`config.mk`:
```
export PLATFORM = sky130hd
export DESIGN_NAME = modbus_frame_receiver
export DESIGN_NICKNAME = d
export VERILOG_FILES = /design/src/rtl/mbfr_pkg.sv /design/src/rtl/mbfr_decoder.sv /design/src/rtl/mbfr_result_fifo.sv /design/src/rtl/modbus_frame_receiver.sv
export SDC_FILE = /design/constraint.sdc
export NUM_CORES = 1
export LEC_CHECK = 0
export BUFFER_PORTS_ARGS = -buffer_cell sky130_fd_sc_hd__buf_2
export CORE_MARGIN = 2
export CORE_UTILIZATION = 40
export DETAILED_ROUTE_END_ITERATION = 12
export HOLD_SLACK_MARGIN = 0.03
export SLEW_MARGIN = 20
export SYNTH_ARGS = -nofsm -noshare
export SYNTH_HDL_FRONTEND = slang
export SYNTH_SLANG_ARGS = --single-unit
```
`constraint.sdc`:
```
create_clock -name clock -period 5.65 [get_ports clock]
set_clock_uncertainty 0.15 [all_clocks]
set_input_delay 1.13 -clock clock [delete_from_list [all_inputs] [get_ports clock]]
set_output_delay 1.13 -clock clock [all_outputs]
set_load 0.05 [all_outputs]
```
`src/rtl/mbfr_pkg.sv`:
```
// Shared types, constants and helper functions for the Modbus frame receiver.
package mbfr_pkg;

   // Framing mode codes held in the mode register
   localparam logic [1:0] MODE_RTU   = 2'd0;
   localparam logic [1:0] MODE_ASCII = 2'd1;
   localparam logic [1:0] MODE_TCP   = 2'd2;

   // Verdict error codes
   localparam logic [1:0] ERR_NONE  = 2'd0;
   localparam logic [1:0] ERR_SHORT = 2'd1;
   localparam logic [1:0] ERR_CHECK = 2'd2;
   localparam logic [1:0] ERR_HEX   = 2'd3;

   // Framing characters and frame geometry
   localparam logic [7:0]  CHAR_COLON    = 8'h3A;
   localparam logic [7:0]  CHAR_CR       = 8'h0D;
   localparam logic [7:0]  CHAR_LF       = 8'h0A;
   localparam logic [15:0] RTU_MIN_BYTES = 16'd4;
   localparam logic [15:0] TCP_LEN_HI    = 16'd4;
   localparam logic [15:0] TCP_LEN_LO    = 16'd5;
   localparam logic [15:0] TCP_HDR_BYTES = 16'd6;
   localparam logic [1:0]  LEAD_MAX      = 2'd3;
   localparam logic [15:0] CRC_INIT      = 16'hFFFF;
   localparam logic [15:0] CRC_POLY      = 16'hA001;

   // Result queue depth
   localparam int RESULT_DEPTH = 4;

   typedef enum logic [2:0] {
      PH_IDLE,
      PH_RTU,
      PH_ASCII,
      PH_TCP_HDR,
      PH_TCP_BODY
   } phase_type;

   typedef struct packed {
      logic [7:0]  pdu_byte;
      logic        is_verdict;
      logic        frame_ok;
      logic [1:0]  error_code;
      logic [7:0]  slave_address;
      logic [7:0]  function_code;
      logic [15:0] pdu_length;
      logic [15:0] frame_byte_count;
   } result_type;

   // Up to two results per request: a data byte first, then a verdict
   typedef struct packed {
      logic       data_valid;
      logic       verdict_valid;
      result_type data_item;
      result_type verdict_item;
   } push_type;

   function automatic logic [15:0] sat_inc(input logic [15:0] v);
      return (v == 16'hFFFF) ? v : v + 16'd1;
   endfunction

   // Reflected CRC-16, one byte
   function automatic logic [15:0] crc_byte(input logic [15:0] crc, input logic [7:0] b);
      logic [15:0] c;
      c = crc ^ {8'h00, b};
      for (int i = 0; i < 8; i++) begin
         c = c[0] ? ((c >> 1) ^ CRC_POLY) : (c >> 1);
      end
      return c;
   endfunction

   // Hex digit decode: {valid, value}
   function automatic logic [4:0] hex_decode(input logic [7:0] c);
      logic [4:0] r;
      r = 5'd0;
      if (c >= 8'h30 && c <= 8'h39) begin
         r = {1'b1, c[3:0]};
      end else if ((c >= 8'h41 && c <= 8'h46) || (c >= 8'h61 && c <= 8'h66)) begin
         r = {1'b1, c[3:0] + 4'd9};
      end
      return r;
   endfunction

   function automatic result_type make_data(input logic [7:0] b);
      result_type r;
      r = '0;
      r.pdu_byte = b;
      return r;
   endfunction

   function automatic result_type make_verdict(input logic [1:0] err,
                                               input logic [7:0] slave,
                                               input logic [7:0] func,
                                               input logic [15:0] pdu_len,
                                               input logic [15:0] raw_len);
      result_type r;
      r.pdu_byte         = 8'd0;
      r.is_verdict       = 1'b1;
      r.frame_ok         = (err == ERR_NONE);
      r.error_code       = err;
      r.slave_address    = slave;
      r.function_code    = func;
      r.pdu_length       = pdu_len;
      r.frame_byte_count = raw_len;
      return r;
   endfunction

endpackage

```
`src/rtl/mbfr_decoder.sv`:
```
// Per-byte framing state machine: RTU, ASCII and TCP decode with CRC and LRC checks.
module mbfr_decoder
   import mbfr_pkg::*;
(
   input  logic       clock,
   input  logic       reset,
   input  logic       step,
   input  logic [7:0] rx_byte,
   input  logic       gap_marker,
   input  logic       cfg_write,
   input  logic [1:0] cfg_mode,
   output push_type   push
);

   logic [1:0]  mode_ff, mode_in;
   phase_type   phase_ff, phase_in;
   logic [15:0] raw_count_ff, raw_count_in;
   logic [15:0] byte_count_ff, byte_count_in;
   logic [15:0] crc_ff, crc_in;
   logic [7:0]  lrc_ff, lrc_in;
   logic [7:0]  hold0_ff, hold0_in;
   logic [7:0]  hold1_ff, hold1_in;
   logic [3:0]  nib_high_ff, nib_high_in;
   logic        nib_pend_ff, nib_pend_in;
   logic [15:0] tcp_len_ff, tcp_len_in;
   logic [7:0]  slave_ff, slave_in;
   logic [7:0]  func_ff, func_in;
   logic        bad_ff, bad_in;
   logic        cr_ff, cr_in;
   logic [1:0]  lead_ff, lead_in;

   // State register
   always_ff @(posedge clock) begin
      if (reset) begin
         mode_ff       <= MODE_RTU;
         phase_ff      <= PH_IDLE;
         raw_count_ff  <= '0;
         byte_count_ff <= '0;
         crc_ff        <= CRC_INIT;
         lrc_ff        <= '0;
         hold0_ff      <= '0;
         hold1_ff      <= '0;
         nib_high_ff   <= '0;
         nib_pend_ff   <= 1'b0;
         tcp_len_ff    <= '0;
         slave_ff      <= '0;
         func_ff       <= '0;
         bad_ff        <= 1'b0;
         cr_ff         <= 1'b0;
         lead_ff       <= '0;
      end else begin
         mode_ff       <= mode_in;
         phase_ff      <= phase_in;
         raw_count_ff  <= raw_count_in;
         byte_count_ff <= byte_count_in;
         crc_ff        <= crc_in;
         lrc_ff        <= lrc_in;
         hold0_ff      <= hold0_in;
         hold1_ff      <= hold1_in;
         nib_high_ff   <= nib_high_in;
         nib_pend_ff   <= nib_pend_in;
         tcp_len_ff    <= tcp_len_in;
         slave_ff      <= slave_in;
         func_ff       <= func_in;
         bad_ff        <= bad_in;
         cr_ff         <= cr_in;
         lead_ff       <= lead_in;
      end
   end

   // Next state and results for one request
   always_comb begin
      logic       clear;
      logic [4:0] hex;
      logic [7:0] dbyte;
      logic [1:0] err;

      clear = 1'b0;
      hex   = hex_decode(rx_byte);
      dbyte = {nib_high_ff, hex[3:0]};
      err   = ERR_NONE;

      mode_in       = mode_ff;
      phase_in      = phase_ff;
      raw_count_in  = raw_count_ff;
      byte_count_in = byte_count_ff;
      crc_in        = crc_ff;
      lrc_in        = lrc_ff;
      hold0_in      = hold0_ff;
      hold1_in      = hold1_ff;
      nib_high_in   = nib_high_ff;
      nib_pend_in   = nib_pend_ff;
      tcp_len_in    = tcp_len_ff;
      slave_in      = slave_ff;
      func_in       = func_ff;
      bad_in        = bad_ff;
      cr_in         = cr_ff;
      lead_in       = lead_ff;
      push          = '0;

      if (cfg_write) begin
         mode_in = cfg_mode;
         clear   = 1'b1;
      end else if (step) begin
         unique case (mode_ff)
            MODE_RTU: begin
               if (gap_marker) begin
                  if (phase_ff != PH_IDLE) begin
                     if (raw_count_ff < RTU_MIN_BYTES) begin
                        err = ERR_SHORT;
                     end else if (crc_ff != {hold1_ff, hold0_ff}) begin
                        err = ERR_CHECK;
                     end
                     push.verdict_valid = 1'b1;
                     push.verdict_item  = make_verdict(err, slave_ff, func_ff,
                                                       byte_count_ff, raw_count_ff);
                     clear = 1'b1;
                  end
               end else begin
                  phase_in = PH_RTU;
                  if (raw_count_ff == 16'd0) begin
                     slave_in = rx_byte;
                  end else if (raw_count_ff == 16'd1) begin
                     func_in = rx_byte;
                  end
                  // Byte leaving the two-byte hold line enters the CRC
                  if (raw_count_ff >= 16'd2) begin
                     crc_in = crc_byte(crc_ff, hold0_ff);
                     if (raw_count_ff >= RTU_MIN_BYTES) begin
                        push.data_valid = 1'b1;
                        push.data_item  = make_data(hold0_ff);
                        byte_count_in   = sat_inc(byte_count_ff);
                     end
                  end
                  hold0_in     = hold1_ff;
                  hold1_in     = rx_byte;
                  raw_count_in = sat_inc(raw_count_ff);
               end
            end
            MODE_ASCII: begin
               if (phase_ff == PH_IDLE) begin
                  if (rx_byte == CHAR_COLON) begin
                     phase_in     = PH_ASCII;
                     raw_count_in = 16'd1;
                  end
               end else begin
                  raw_count_in = sat_inc(raw_count_ff);
                  if (rx_byte == CHAR_LF && cr_ff) begin
                     if (bad_ff || nib_pend_ff) begin
                        err = ERR_HEX;
                     end else if (lead_ff < LEAD_MAX) begin
                        err = ERR_SHORT;
                     end else if (lrc_ff != 8'd0) begin
                        err = ERR_CHECK;
                     end
                     push.verdict_valid = 1'b1;
                     push.verdict_item  = make_verdict(err, slave_ff, func_ff,
                                                       byte_count_ff, raw_count_in);
                     clear = 1'b1;
                  end else if (rx_byte == CHAR_CR) begin
                     // A CR right after a CR is a stray one
                     bad_in = bad_ff | cr_ff;
                     cr_in  = 1'b1;
                  end else begin
                     cr_in  = 1'b0;
                     bad_in = bad_ff | cr_ff;
                     if (!(bad_ff || cr_ff)) begin
                        if (!hex[4]) begin
                           bad_in = 1'b1;
                        end else if (!nib_pend_ff) begin
                           nib_high_in = hex[3:0];
                           nib_pend_in = 1'b1;
                        end else begin
                           nib_pend_in = 1'b0;
                           lrc_in      = lrc_ff + dbyte;
                           if (lead_ff == 2'd0) begin
                              slave_in = dbyte;
                           end else if (lead_ff == 2'd1) begin
                              func_in = dbyte;
                           end
                           if (lead_ff == LEAD_MAX) begin
                              push.data_valid = 1'b1;
                              push.data_item  = make_data(hold0_ff);
                              byte_count_in   = sat_inc(byte_count_ff);
                           end else begin
                              lead_in = lead_ff + 2'd1;
                           end
                           hold0_in = dbyte;
                        end
                     end
                  end
               end
            end
            MODE_TCP: begin
               if (phase_ff == PH_IDLE || phase_ff == PH_TCP_HDR) begin
                  phase_in = PH_TCP_HDR;
                  if (raw_count_ff == TCP_LEN_HI) begin
                     tcp_len_in = {rx_byte, 8'd0};
                  end else if (raw_count_ff == TCP_LEN_LO) begin
                     tcp_len_in = {tcp_len_ff[15:8], rx_byte};
                  end
                  raw_count_in = sat_inc(raw_count_ff);
                  if (raw_count_in == TCP_HDR_BYTES) begin
                     if (tcp_len_in == 16'd0) begin
                        push.verdict_valid = 1'b1;
                        push.verdict_item  = make_verdict(ERR_SHORT, slave_ff, func_ff,
                                                          byte_count_ff, raw_count_in);
                        clear = 1'b1;
                     end else begin
                        phase_in = PH_TCP_BODY;
                     end
                  end
               end else begin
                  raw_count_in = sat_inc(raw_count_ff);
                  if (lead_ff == 2'd0) begin
                     slave_in = rx_byte;
                  end else if (lead_ff == 2'd1) begin
                     func_in = rx_byte;
                  end else begin
                     push.data_valid = 1'b1;
                     push.data_item  = make_data(rx_byte);
                     byte_count_in   = sat_inc(byte_count_ff);
                  end
                  if (lead_ff != LEAD_MAX) begin
                     lead_in = lead_ff + 2'd1;
                  end
                  tcp_len_in = tcp_len_ff - 16'd1;
                  if (tcp_len_in == 16'd0) begin
                     err = (lead_in < 2'd2) ? ERR_SHORT : ERR_NONE;
                     push.verdict_valid = 1'b1;
                     push.verdict_item  = make_verdict(err, slave_in, func_in,
                                                       byte_count_in, raw_count_in);
                     clear = 1'b1;
                  end
               end
            end
            default: begin
               // Unused mode code: bytes are dropped
            end
         endcase
      end

      // End of frame or mode change: back to the start state
      if (clear) begin
         phase_in      = PH_IDLE;
         raw_count_in  = '0;
         byte_count_in = '0;
         crc_in        = CRC_INIT;
         lrc_in        = '0;
         hold0_in      = '0;
         hold1_in      = '0;
         nib_high_in   = '0;
         nib_pend_in   = 1'b0;
         tcp_len_in    = '0;
         slave_in      = '0;
         func_in       = '0;
         bad_in        = 1'b0;
         cr_in         = 1'b0;
         lead_in       = '0;
      end
   end

   // A verdict always returns the framer to its start state
   assert property (@(posedge clock) disable iff (reset)
      push.verdict_valid |=> (phase_ff == PH_IDLE && raw_count_ff == 16'd0))
      else $error("framer state not cleared after verdict");

   // Data bytes only come out of a frame already in progress
   assert property (@(posedge clock) disable iff (reset)
      push.data_valid |-> (phase_ff != PH_IDLE))
      else $error("data byte emitted outside a frame");

endmodule

```
`src/rtl/mbfr_result_fifo.sv`:
```
// Small result queue taking up to two results per cycle and delivering one.
module mbfr_result_fifo
   import mbfr_pkg::*;
#(
   parameter int DEPTH = RESULT_DEPTH
)
(
   input  logic       clock,
   input  logic       reset,
   input  push_type   push,
   input  logic       pop,
   output logic       not_empty,
   output logic       room_for_two,
   output result_type head
);

   localparam int PW = (DEPTH > 1) ? $clog2(DEPTH) : 1;
   localparam int CW = $clog2(DEPTH + 1);
   localparam logic [PW-1:0] LAST = PW'(DEPTH - 1);

   result_type    entry_ff [DEPTH];
   logic [PW-1:0] wr_ptr_ff, wr_ptr_in;
   logic [PW-1:0] rd_ptr_ff, rd_ptr_in;
   logic [CW-1:0] count_ff, count_in;
   logic [PW-1:0] wr_next;
   logic [PW-1:0] verdict_slot;
   logic          do_pop;

   function automatic logic [PW-1:0] ptr_inc(input logic [PW-1:0] p);
      return (p == LAST) ? '0 : p + PW'(1);
   endfunction

   assign wr_next      = ptr_inc(wr_ptr_ff);
   assign verdict_slot = push.data_valid ? wr_next : wr_ptr_ff;
   assign do_pop       = pop && (count_ff != '0);
   assign not_empty    = (count_ff != '0);
   assign room_for_two = (count_ff <= CW'(DEPTH - 2));
   assign head         = entry_ff[rd_ptr_ff];

   // Pointer and fill count update
   always_comb begin
      wr_ptr_in = wr_ptr_ff;
      if (push.data_valid && push.verdict_valid) begin
         wr_ptr_in = ptr_inc(wr_next);
      end else if (push.data_valid || push.verdict_valid) begin
         wr_ptr_in = wr_next;
      end
      rd_ptr_in = do_pop ? ptr_inc(rd_ptr_ff) : rd_ptr_ff;
      count_in  = count_ff + CW'(push.data_valid) + CW'(push.verdict_valid)
                  - CW'(do_pop);
   end

   always_ff @(posedge clock) begin
      if (reset) begin
         wr_ptr_ff <= '0;
         rd_ptr_ff <= '0;
         count_ff  <= '0;
      end else begin
         wr_ptr_ff <= wr_ptr_in;
         rd_ptr_ff <= rd_ptr_in;
         count_ff  <= count_in;
      end
   end

   // Entry storage: data first, verdict behind it
   always_ff @(posedge clock) begin
      if (push.data_valid) begin
         entry_ff[wr_ptr_ff] <= push.data_item;
      end
      if (push.verdict_valid) begin
         entry_ff[verdict_slot] <= push.verdict_item;
      end
   end

   // Never overfilled
   assert property (@(posedge clock) disable iff (reset)
      count_ff <= CW'(DEPTH))
      else $error("result queue overflow");

   // Pointers stay consistent with the fill count
   assert property (@(posedge clock) disable iff (reset)
      (count_ff == '0) |-> (wr_ptr_ff == rd_ptr_ff))
      else $error("result queue pointers out of step");

   // The head entry holds while it waits to be taken
   assert property (@(posedge clock) disable iff (reset)
      (not_empty && !pop) |=> $stable(rd_ptr_ff))
      else $error("result queue head moved without a pop");

endmodule

```
`src/rtl/modbus_frame_receiver.sv`:
```
// Modbus RTU/ASCII/TCP frame receiver top level: request and result channels, mode register.
//
// One received byte per request, one request per clock unless req_stall is high.
// Each byte is decoded by combinational logic (CRC-16, LRC and hex decode) and
// its results, at most a data byte and a frame verdict, are registered in a
// RESULT_DEPTH-entry result queue that delivers one result per clock unless
// rsp_stall is high. A request is taken whenever the queue has room for two
// results and no mode write is offered, so with the result side free the block
// accepts a byte every cycle; a TCP body byte that is a data byte and closes the
// frame yields two results. The mode register (0 RTU, 1 ASCII, 2 TCP; 3 drops
// all bytes) is always writable, holds off requests in the cycle it is written
// and drops any frame in progress; write it only while no results are
// outstanding.
module modbus_frame_receiver
   import mbfr_pkg::*;
#(
   parameter int RESULT_QUEUE_DEPTH = RESULT_DEPTH
)
(
   input  logic        clock,
   input  logic        reset,
   input  logic        req_valid,
   output logic        req_stall,
   input  logic [7:0]  req_rx_byte,
   input  logic        req_gap_marker,
   output logic        rsp_valid,
   input  logic        rsp_stall,
   output logic [7:0]  rsp_pdu_byte,
   output logic        rsp_is_verdict,
   output logic        rsp_frame_ok,
   output logic [1:0]  rsp_error_code,
   output logic [7:0]  rsp_slave_address,
   output logic [7:0]  rsp_function_code,
   output logic [15:0] rsp_pdu_length,
   output logic [15:0] rsp_frame_byte_count,
   input  logic        csr_valid,
   output logic        csr_ready,
   input  logic [1:0]  csr_data
);

   push_type   push;
   result_type head;
   logic       room_for_two;
   logic       req_take;
   logic       csr_take;

   // Request handshake; a mode write holds off the request side
   assign req_stall = !room_for_two || csr_valid;
   assign req_take  = req_valid && !req_stall;
   assign csr_ready = 1'b1;
   assign csr_take  = csr_valid;

   mbfr_decoder u_decoder (
      .clock      (clock),
      .reset      (reset),
      .step       (req_take),
      .rx_byte    (req_rx_byte),
      .gap_marker (req_gap_marker),
      .cfg_write  (csr_take),
      .cfg_mode   (csr_data),
      .push       (push)
   );

   mbfr_result_fifo #(
      .DEPTH (RESULT_QUEUE_DEPTH)
   ) u_result_fifo (
      .clock        (clock),
      .reset        (reset),
      .push         (push),
      .pop          (!rsp_stall),
      .not_empty    (rsp_valid),
      .room_for_two (room_for_two),
      .head         (head)
   );

   // Result fields
   assign rsp_pdu_byte         = head.pdu_byte;
   assign rsp_is_verdict       = head.is_verdict;
   assign rsp_frame_ok         = head.frame_ok;
   assign rsp_error_code       = head.error_code;
   assign rsp_slave_address    = head.slave_address;
   assign rsp_function_code    = head.function_code;
   assign rsp_pdu_length       = head.pdu_length;
   assign rsp_frame_byte_count = head.frame_byte_count;

endmodule

```
==> results of run 1 <==
logic make-up after synthesis:
logic type,count (synthesis),share of synthesized area (%)
xor+xnor,55,2.51
buf+inv,187,4.19
fa+ha+maj,35,2.40
simple gates,737,18.2
flops,367,49.1
other cells,1,0.0195
compound gates,417,14.0
mux,108,9.54
worst paths after layout:
| path | end | from | depth (start not counted) | slack, ns |
|---|---|---|---|---|
| min reg2reg | u_decoder.bad_ff$_SDFFE_PP0P_ | u_decoder.bad_ff$_SDFFE_PP0P_ | 2 | 0.32 |
| max | u_result_fifo.entry_ff[3][3]$_DFFE_PP_ | req_rx_byte[0] | 15 | 1.06 |
| max reg2reg | u_result_fifo.entry_ff[0][14]$_DFFE_PP_ | u_decoder.raw_count_ff[0]$_SDFFE_PP0P_ | 13 | 1.18 |
| min | u_decoder.bad_ff$_SDFFE_PP0P_ | u_decoder.bad_ff$_SDFFE_PP0P_ | 2 | 0.32 |
worst min-delay path: cells and delay by family (launching register included):
kind,cells,cell delay (ns)
AO/OA/AOI/OAI,1,0.05
buffers and inverters,1,0.05
flip-flops,1,0.33
synthesized netlist by cell type, types with 45 or more instances:
cell | instances | area [um^2]
nor2_1 | 362 | 1360
edfxtp_1 | 208 | 6250
dfxtp_1 | 159 | 3180
a21oi_1 | 128 | 641
nand2_1 | 104 | 390
clkbuf_1 | 70 | 263
o21ai_0 | 67 | 335
mux4_2 | 60 | 1350
buf_2 | 53 | 265
a211oi_1 | 51 | 383
inv_1 | 46 | 173
mux2i_1 | 46 | 460
nand3_1 | 45 | 225
nor3_1 | 45 | 225
through the flow:
stage	hold WS, ns	setup slack [ns]	area (um^2)	power, uW
after global routing	0.341	0.739	21500	6830
after floorplan	0.289	0.858	19200	3640
after global placement	0.314	0.687	20200	3880
after detailed placement	0.313	0.575	20200	3890
after CTS	0.323	1.16	21500	6670
final	0.325	1.06	21500	6610
cell type report:
cell class / count / area share, %
sequential: 367 / 43.8
timing repair buffer: 114 / 3.43
clock inverter: 19 / 1.25
multi-input combinational: 1353 / 41.9
clock buffer: 55 / 5.19
inverter: 48 / 0.836
tap: 615 / 3.57
power breakdown:
part | leakage [uW] | switching, uW | total, uW | internal, uW
registers | 0.00320 | 95.0 | 2910 | 2820
logic | 0.00334 | 603 | 904 | 301
clock network | 0.000675 | 1120 | 2790 | 1670
routing by layer:
metal | vias to the layer above | track usage, % | routed length, um
li1 | 7044 | - | -
met1 | 7319 | 30.3 | 24400
met2 | 503 | 35.6 | 25400
met3 | 80 | 4.02 | 3460
met4 | 2 | 5.52 | 1040
met5 | - | 0 | 7
registers in the layout, indices dropped and copies added (netlist names), 4 cells and up, named ones only:
name / count
u_decoder.byte_count_ff: 16
u_decoder.crc_ff: 16
u_decoder.func_ff: 8
u_decoder.hold0_ff: 8
u_decoder.hold1_ff: 8
u_decoder.lrc_ff: 8
u_decoder.nib_high_ff: 4
u_decoder.raw_count_ff: 16
u_decoder.slave_ff: 8
u_decoder.tcp_len_ff: 16
u_result_fifo.entry_ff: 240
cell usage in the layout, fill, tap and decap left out, types with 51 or more instances in the layout:
cell,n
nor2_1,361
a21oi_1,128
nand2_1,104
o21ai_0,67
edfxtp_1,208
a211oi_1,51
dfxtp_1,157
buf_2,77
mux4_2,60
==> impl_metrics.tcl, run 1 <==
set metrics [dict create \
    run_status "complete, no violations" \
    worstSkewPairLatency_ns 0.57 \
    number_of_filler_cells_placed_in_the_layout 4423 \
    worst-path-buf-inv 6 \
    final_hold_vio_count 0 \
    die-height_um 223 \
    start_util_pct 40.4 \
    post_cts_hold_buffer_count 0 \
    maxSlewHeadroom_pct 29.4 \
    cp_cell_sequence "buf_2 -> inv_1 -> ha_1 -> nor3b_1 -> a41oi_1 -> a21oi_1 -> o21ai_2 -> o21a_1 -> inv_2 -> nor4b_1 -> o21ai_4 -> inv_1 -> buf_4 -> or2_2 -> buf_12" \
    rsz0062_at_grt "false" \
    drtPass1Iterations 6 \
    drv_cap 0 \
    post_cts_resize_count 0 \
    final_util_pct 45.3 \
    core_um2 47500 \
    post-route-drc-count 0 \
    flow.area_growth_from_synthesis_pct 12.1 \
    detailedRoute.firstIterationViolations 1659 \
    cts_root_buffer "clkbuf_16" \
    die_width_um 223 \
    tritoncts_num_sinks 367 \
    synth_async_sr_flop_share_pct 0 \
    timing.final.setup_violations 0 \
    fmaxAchievable_mhz 218 \
    numCtsBuffers 41 \
    num_antenna_cells 0 \
    wire_per_inst_um 21.1 \
    numPlacedInstances 2497 \
    path_max_fanout 52 \
    cts.repair_timing.setup_buffer_count 0 \
    sequential_cell_area_um2 9440 \
    grt_usage_pct 21.9 \
    min_period_over_period_pct 81.2 \
    floorplan.die_area_um2 49800 \
    setup_tns_ns 0 \
    cpPeakStageDelay_ns 0.52 \
    critical_path_class "input pin to flip-flop" \
    finalNonFillerCells 2571 \
    synth.distinct_cells 84 \
    grt_max_degree 99 \
    critPathMostFrequentCell "inv_1" \
    net_count_synth 1958 \
    antenna_left 0 \
    routed-via-count 14948 \
    place_congestion 0.872 \
    ys.warnings.count 0 \
    drt-vias-per-instance 5.81 \
    seq_area_frac_synth_pct 49.1 \
    synth-edff-count 208 \
    cp-start-kind "input pin" \
    drive_above_1_share_pct 14.1 \
    yosys_register_bits 367 \
    worstPathArrival_ns 4.67 \
    finalMaxSlewViolations 0 \
    endpoint_kind "flip-flop" \
    grt_overflow 0 \
    max-vdd-ir-drop_uv 209 \
    fin_nets 1976 \
    grt_pass1_vias 14520 \
    cts-root-to-sink-buffers 3 \
    worst-endpoint-required_ns 5.73 \
    clock_tree.htree_level_count 2 \
    max_slew.worst_pin.slew_ns 1.05 \
    hpwlAfterDp_um 36200 \
    clk_pin_slew_ns 0.06 \
    netlist_area_um2 19200 \
    average_cell_area_after_synthesis_um2 10.1 \
    drt_wl_total_um 54300 \
    hp-class "flip-flop to flip-flop" \
    gate_count_of_the_mapped_netlist 1907 \
    rows 80 \
    num_io_pins 79 \
    ys_dominant_reg_cell "edfxtp_1" \
    antenna_found_initial 1 \
    crit_family "compound AO/OA/AOI/OAI gates" \
    place.port_buffers 77 \
    static-leakage-power_uw 0.00721 \
    first_pass_grt_wire_length_um 85300 \
    p_per_area_nw_per_um2 307 \
    clock_tree_from_tritoncts "done" \
    critical-path-slowest-cell "nor4b_1" \
    multi_input_comb_area_um2 9030 \
    period_minus_slack_ns 4.59 \
]
Note: power is estimated with default switching activity, not from simulation.
==> inputs of run 2 (changes only) <==
==> constraint.sdc (replaced) <==
create_clock -name clock -period 3.9 [get_ports clock]
set_clock_uncertainty 0.15 [all_clocks]
set_input_delay 0.78 -clock clock [delete_from_list [all_inputs] [get_ports clock]]
set_output_delay 0.78 -clock clock [all_outputs]
set_load 0.05 [all_outputs]
==> impl_metrics.tcl, run 2 (synthesis gave the netlist of run 1 again) <==
set metrics [dict create \
    hp-class "flip-flop to flip-flop" \
    maxSlewHeadroom_pct 30.9 \
    post_cts_hold_buffer_count 0 \
    path_max_fanout 15 \
    drt_wl_total_um 55400 \
    num_io_pins 79 \
    run_status "complete, no violations" \
    timing.final.setup_violations 0 \
    flip_flop_count_of_the_largest_register_all_copies_and_words_added 240 \
    grt_pass1_vias 15097 \
    clock_tree.htree_level_count 2 \
    rsz0062_at_grt "true" \
    drive_above_1_share_pct 18.7 \
    mostFrequentLayoutCells "361 x nor2_1, 208 x edfxtp_1, 157 x dfxtp_1" \
    final_common_cell "nor2_1" \
    critPathMostFrequentCell "nand4_2" \
    worst-endpoint-required_ns 4.15 \
    rows 80 \
    max_slew.worst_pin.slew_ns 1.03 \
    fin_nets 2080 \
    floorplan.die_area_um2 49800 \
    cell_area_placed_um2 21100 \
    hpwlAfterDp_um 39100 \
    final_util_pct 47.2 \
    cp-start-kind "flip-flop" \
    grt_max_degree 53 \
    place.port_buffers 77 \
    static-leakage-power_uw 0.00776 \
    tritoncts_num_sinks 367 \
    setup_tns_ns 0 \
    fin_worst_hold_slack_ns 0.323 \
    antenna_found_initial 0 \
    final_hold_vio_count 0 \
    post-route-drc-count 0 \
    regMostFlops "u_result_fifo.entry_ff" \
    whs_path_depth 2 \
    critical-path-slowest-cell "dfxtp_1" \
    clock_tree_from_tritoncts "done" \
    drv_cap 0 \
    detailedRoute.firstIterationViolations 1594 \
    endpoint_kind "flip-flop" \
    worstRegToRegCells 11 \
    cpPeakStageDelay_ns 0.43 \
    fmaxAchievable_mhz 263 \
    grt_usage_pct 22.3 \
    max-vdd-ir-drop_uv 334 \
    worstPathArrival_ns 4.04 \
    p_per_area_nw_per_um2 426 \
    wire_per_inst_um 20.7 \
    antenna_left 0 \
    first_pass_grt_wire_length_um 87900 \
    place_congestion 0.927 \
    period_minus_slack_ns 3.80 \
    finalMaxSlewViolations 0 \
    cts_root_buffer "clkbuf_16" \
    grt_overflow 0 \
    critical_path_class "flip-flop to flip-flop" \
    routed-via-count 15438 \
    num_antenna_cells 0 \
    min_period_over_period_pct 97.4 \
    crit_family "compound AO/OA/AOI/OAI gates" \
    drtPass1Iterations 5 \
    clk_pin_slew_ns 0.06 \
    start_util_pct 40.4 \
    path_depth 11 \
    flow.area_growth_from_synthesis_pct 16.9 \
    die_width_um 223 \
    final_cell_area_um2 22500 \
    cp_cell_sequence "inv_1 -> ha_1 -> nor4bb_1 -> nand4_2 -> o22a_1 -> a211oi_2 -> nand4_2 -> buf_4 -> o211ai_1 -> a22oi_1 -> nor2_1" \
    numCtsBuffers 42 \
    die-height_um 223 \
    drt-vias-per-instance 5.77 \
    worst-path-buf-inv 2 \
    cts-root-to-sink-buffers 3 \
    worstSkewPairLatency_ns 0.56 \
    core_um2 47500 \
]
run 2: cell count changes in the layout (fill, tap and decap cells not counted), moves of 2 or more:
cell	delta
or2_4	+4
fa_2	+2
buf_4	+95
fa_1	-2
clkinv_4	+3
clkinv_1	+2
clkbuf_16	+2
clkinv_8	-2
or2_2	-4
buf_12	+7
run 2: metrics by stage:
| stage | total power, uW | worst slack [ns] | std cells |
|---|---|---|---|
| detailed placement | 5670 | -0.00641 | 2600 |
| global placement | 5660 | 0.0376 | 2600 |
| global route | 9900 | -0.0534 | 2676 |
| CTS | 9670 | 0.105 | 2676 |
| floorplan | 5290 | 0.0229 | 1907 |
| finish | 9580 | 0.102 | 2676 |
run 2: tightest hold or removal path, cell delays in order (launching register included):
cell and delay, ns:
dfxtp_1 0.32, inv_1 0.05, a21oi_1 0.05
run 2: timing repair:
| item | CTS | global route |
|---|---|---|
| setup endpoints to repair | 0 | 12 |
| gates resized for setup | 0 | 1 |
| buffers inserted | 0 | 0 |
| endpoints found under the hold margin | 0 | 0 |
run 2: final cells by class:
class | count | area, um^2
clock buffers | 55 | 1150
flip-flops and latches | 367 | 9430
multi-input cells | 1353 | 9080
fillers | 4345 | 25100
repair buffers | 217 | 1600
clock inverters | 21 | 243
well taps | 615 | 769
inverters | 48 | 180
run 2: report_power, final:
group	switching, uW	internal (uW)	leakage, uW	total (uW)
Sequential	95.0	4090	0.00320	4180
Clock	1580	2410	0.000675	4000
Combinational	921	481	0.00388	1400
run 2: layer usage:
metal / wire [um] / vias up / GRT usage (%)
met2: 26200 / 471 / 35.9
met5: 0 / - / 0
li1: - / 7256 / -
met3: 2920 / 78 / 3.23
met4: 949 / 0 / 5.09
met1: 25400 / 7633 / 31.9
run 2: worst paths after layout:
path	to	slack, ns	start
max reg2reg	u_result_fifo.entry_ff[1][35]$_DFFE_PP_	0.10	u_decoder.raw_count_ff[1]$_SDFFE_PP0P_
max	u_result_fifo.entry_ff[1][35]$_DFFE_PP_	0.10	u_decoder.raw_count_ff[1]$_SDFFE_PP0P_
min reg2reg	u_decoder.bad_ff$_SDFFE_PP0P_	0.32	u_decoder.bad_ff$_SDFFE_PP0P_
min	u_decoder.bad_ff$_SDFFE_PP0P_	0.32	u_decoder.bad_ff$_SDFFE_PP0P_
==> inputs of run 3 (changes only) <==
--- a/config.mk
+++ b/config.mk
@@ -8,6 +8,7 @@
 export BUFFER_PORTS_ARGS = -buffer_cell sky130_fd_sc_hd__buf_2
 export CORE_MARGIN = 2
 export CORE_UTILIZATION = 40
+export CTS_BUF_LIST = sky130_fd_sc_hd__clkbuf_4 sky130_fd_sc_hd__clkbuf_8
 export DETAILED_ROUTE_END_ITERATION = 12
 export HOLD_SLACK_MARGIN = 0.03
 export SLEW_MARGIN = 20
==> impl_metrics.tcl, run 3 (synthesis gave the netlist of run 1 again) <==
set metrics [dict create \
    cp_cell_sequence "inv_1 -> ha_1 -> nor4bb_1 -> nand4_2 -> o22a_1 -> a211oi_2 -> nand4_2 -> buf_4 -> o211ai_1 -> a22oi_1 -> nor2_1" \
    multi_input_comb_area_um2 9080 \
    rsz0062_at_grt "true" \
    hpwlAfterDp_um 39100 \
    fmaxAchievable_mhz 265 \
    routed-via-count 15546 \
    drt_wl_total_um 55500 \
    max-vdd-ir-drop_uv 227 \
    antenna_left 0 \
    clk_pin_slew_ns 0.06 \
    floorplan.die_area_um2 49800 \
    cts-root-to-sink-buffers 3 \
    run_status "complete, no violations" \
    grt_pass1_vias 15260 \
    post-route-drc-count 0 \
    first_pass_grt_wire_length_um 87900 \
    combPwrFrac_pct 14.9 \
    cts.repair_timing.setup_buffer_count 0 \
    netSwitchingFraction_pct 28.1 \
    fin_nets 2107 \
    final_common_cell "nor2_1" \
    static-leakage-power_uw 0.00783 \
    finalMaxSlewViolations 0 \
    rows 80 \
    detailedRoute.firstIterationViolations 1413 \
    place_congestion 0.927 \
    internal_power_uw 6760 \
    num_io_pins 79 \
    critPathMostFrequentCell "nand4_2" \
    place.port_buffers 77 \
    critical-path-slowest-cell "dfxtp_1" \
    drt-vias-per-instance 5.71 \
    path_max_fanout 15 \
    timing.final.setup_violations 0 \
    num_antenna_cells 0 \
    tritoncts_num_sinks 367 \
    wire_per_inst_um 20.4 \
    core_um2 47500 \
    grt_max_degree 53 \
    maxSlewHeadroom_pct 45.6 \
    start_util_pct 40.4 \
    regMostFlops "u_result_fifo.entry_ff" \
    die-height_um 223 \
    grt_overflow 0 \
    endpoint_kind "flip-flop" \
    hp-class "input pin to flip-flop" \
    fin_worst_hold_slack_ns 0.282 \
    numCtsBuffers 68 \
    drv_cap 0 \
    cpPeakStageDelay_ns 0.43 \
    min_period_over_period_pct 96.9 \
    sequential_cell_area_um2 9430 \
    cp-start-kind "flip-flop" \
    post_cts_hold_buffer_count 0 \
    mostFrequentLayoutCells "361 x nor2_1, 208 x edfxtp_1, 157 x dfxtp_1" \
    worst-endpoint-required_ns 4.23 \
    number_of_filler_cells_placed_in_the_layout 4358 \
    antenna_found_initial 0 \
    power.switching_uw 2640 \
    seq_power_share_pct 44.5 \
    flow.area_growth_from_synthesis_pct 17.1 \
    grt_usage_pct 22.5 \
    clock_tree_from_tritoncts "done" \
    setup_tns_ns 0 \
    p_per_area_nw_per_um2 418 \
    drtPass1Iterations 6 \
    drive_above_1_share_pct 20.9 \
    cts_root_buffer "clkbuf_8" \
    max_slew.worst_pin.slew_ns 0.817 \
    pwr-share-clk_pct 40.6 \
    worstSkewPairLatency_ns 0.65 \
    final_hold_vio_count 0 \
    cell_area_placed_um2 21100 \
    period_minus_slack_ns 3.78 \
    critical_path_class "flip-flop to flip-flop" \
    flip_flop_count_of_the_largest_register_all_copies_and_words_added 240 \
    final_cell_area_um2 22500 \
    final_util_pct 47.3 \
    clock_tree.htree_level_count 3 \
    die_width_um 223 \
    worstPathArrival_ns 4.11 \
]
[run 3: changes by cell type in the layout (fill, tap and decap cells not counted), moves of 4 or more]
cell       previous run  this run
bufinv_16             5         1
clkbuf_1              9         0
clkbuf_16            43         0
clkbuf_4              0        24
clkbuf_8              3        82
[run 3: area by class of cell]
type,count,area share [%]
clock buffer,105,5.78
clock inverter,17,0.534
inverter,48,0.801
multi-input combinational,1353,40.4
sequential,367,41.9
tap,615,3.42
timing repair buffer,218,7.16
[run 3: routing by layer]
| metal | up-vias | global-route usage (%) | part of all wire, % |
|---|---|---|---|
| li1 | 7321 | - | - |
| met1 | 7654 | 31.6 | 46 |
| met2 | 496 | 35.7 | 47 |
| met3 | 75 | 3.66 | 5.7 |
| met4 | 0 | 6.60 | 1.8 |
| met5 | - | 0 | 0 |
[run 3: per-stage QoR]
stage	worst slack (ns)	std cells	total power, uW
final	0.120	2723	9400
after global routing	-0.0406	2723	9740
after CTS	0.172	2722	9500
after detailed placement	-0.00641	2600	5670
after global placement	0.0376	2600	5660
after floorplan	0.0229	1907	5290
[run 3: repair_timing]
item / 4_1_cts / 5_1_grt
gates resized for setup: 0 / 1
hold endpoints to repair: 0 / 0
setup endpoints to repair: 0 / 9
[run 3: path summary, 6_finish.rpt]
path                                                from                                       to  slack [ns]  depth (start not counted)
setup reg to reg  u_decoder.raw_count_ff[1]$_SDFFE_PP0P_  u_result_fifo.entry_ff[1][35]$_DFFE_PP_        0.12                         11
setup / recovery  u_decoder.raw_count_ff[1]$_SDFFE_PP0P_  u_result_fifo.entry_ff[1][35]$_DFFE_PP_        0.12                         11
hold reg to reg            u_decoder.bad_ff$_SDFFE_PP0P_            u_decoder.bad_ff$_SDFFE_PP0P_        0.32                          2
hold / removal                               csr_data[0]        u_decoder.mode_ff[0]$_SDFFE_PP0P_        0.28                          3
[run 3: critical path: cells and delay by family (launching register included)]
| family | cells | cell delay, ns |
|---|---|---|
| simple gates | 4 | 1.00 |
| buf+inv | 2 | 0.48 |
| compound gates | 4 | 1.36 |
| fa+ha+maj | 1 | 0.20 |
| flops | 1 | 0.43 |
[run 3: power groups by stage]
stage | Sequential (uW) | Clock [uW] | Combinational [uW]
after floorplan | 4180 | 0 | 1100
after global placement | 4270 | 0 | 1400
after detailed placement | 4270 | 0 | 1410
after CTS | 4190 | 3900 | 1410
after global routing | 4190 | 4060 | 1490
final | 4180 | 3810 | 1400
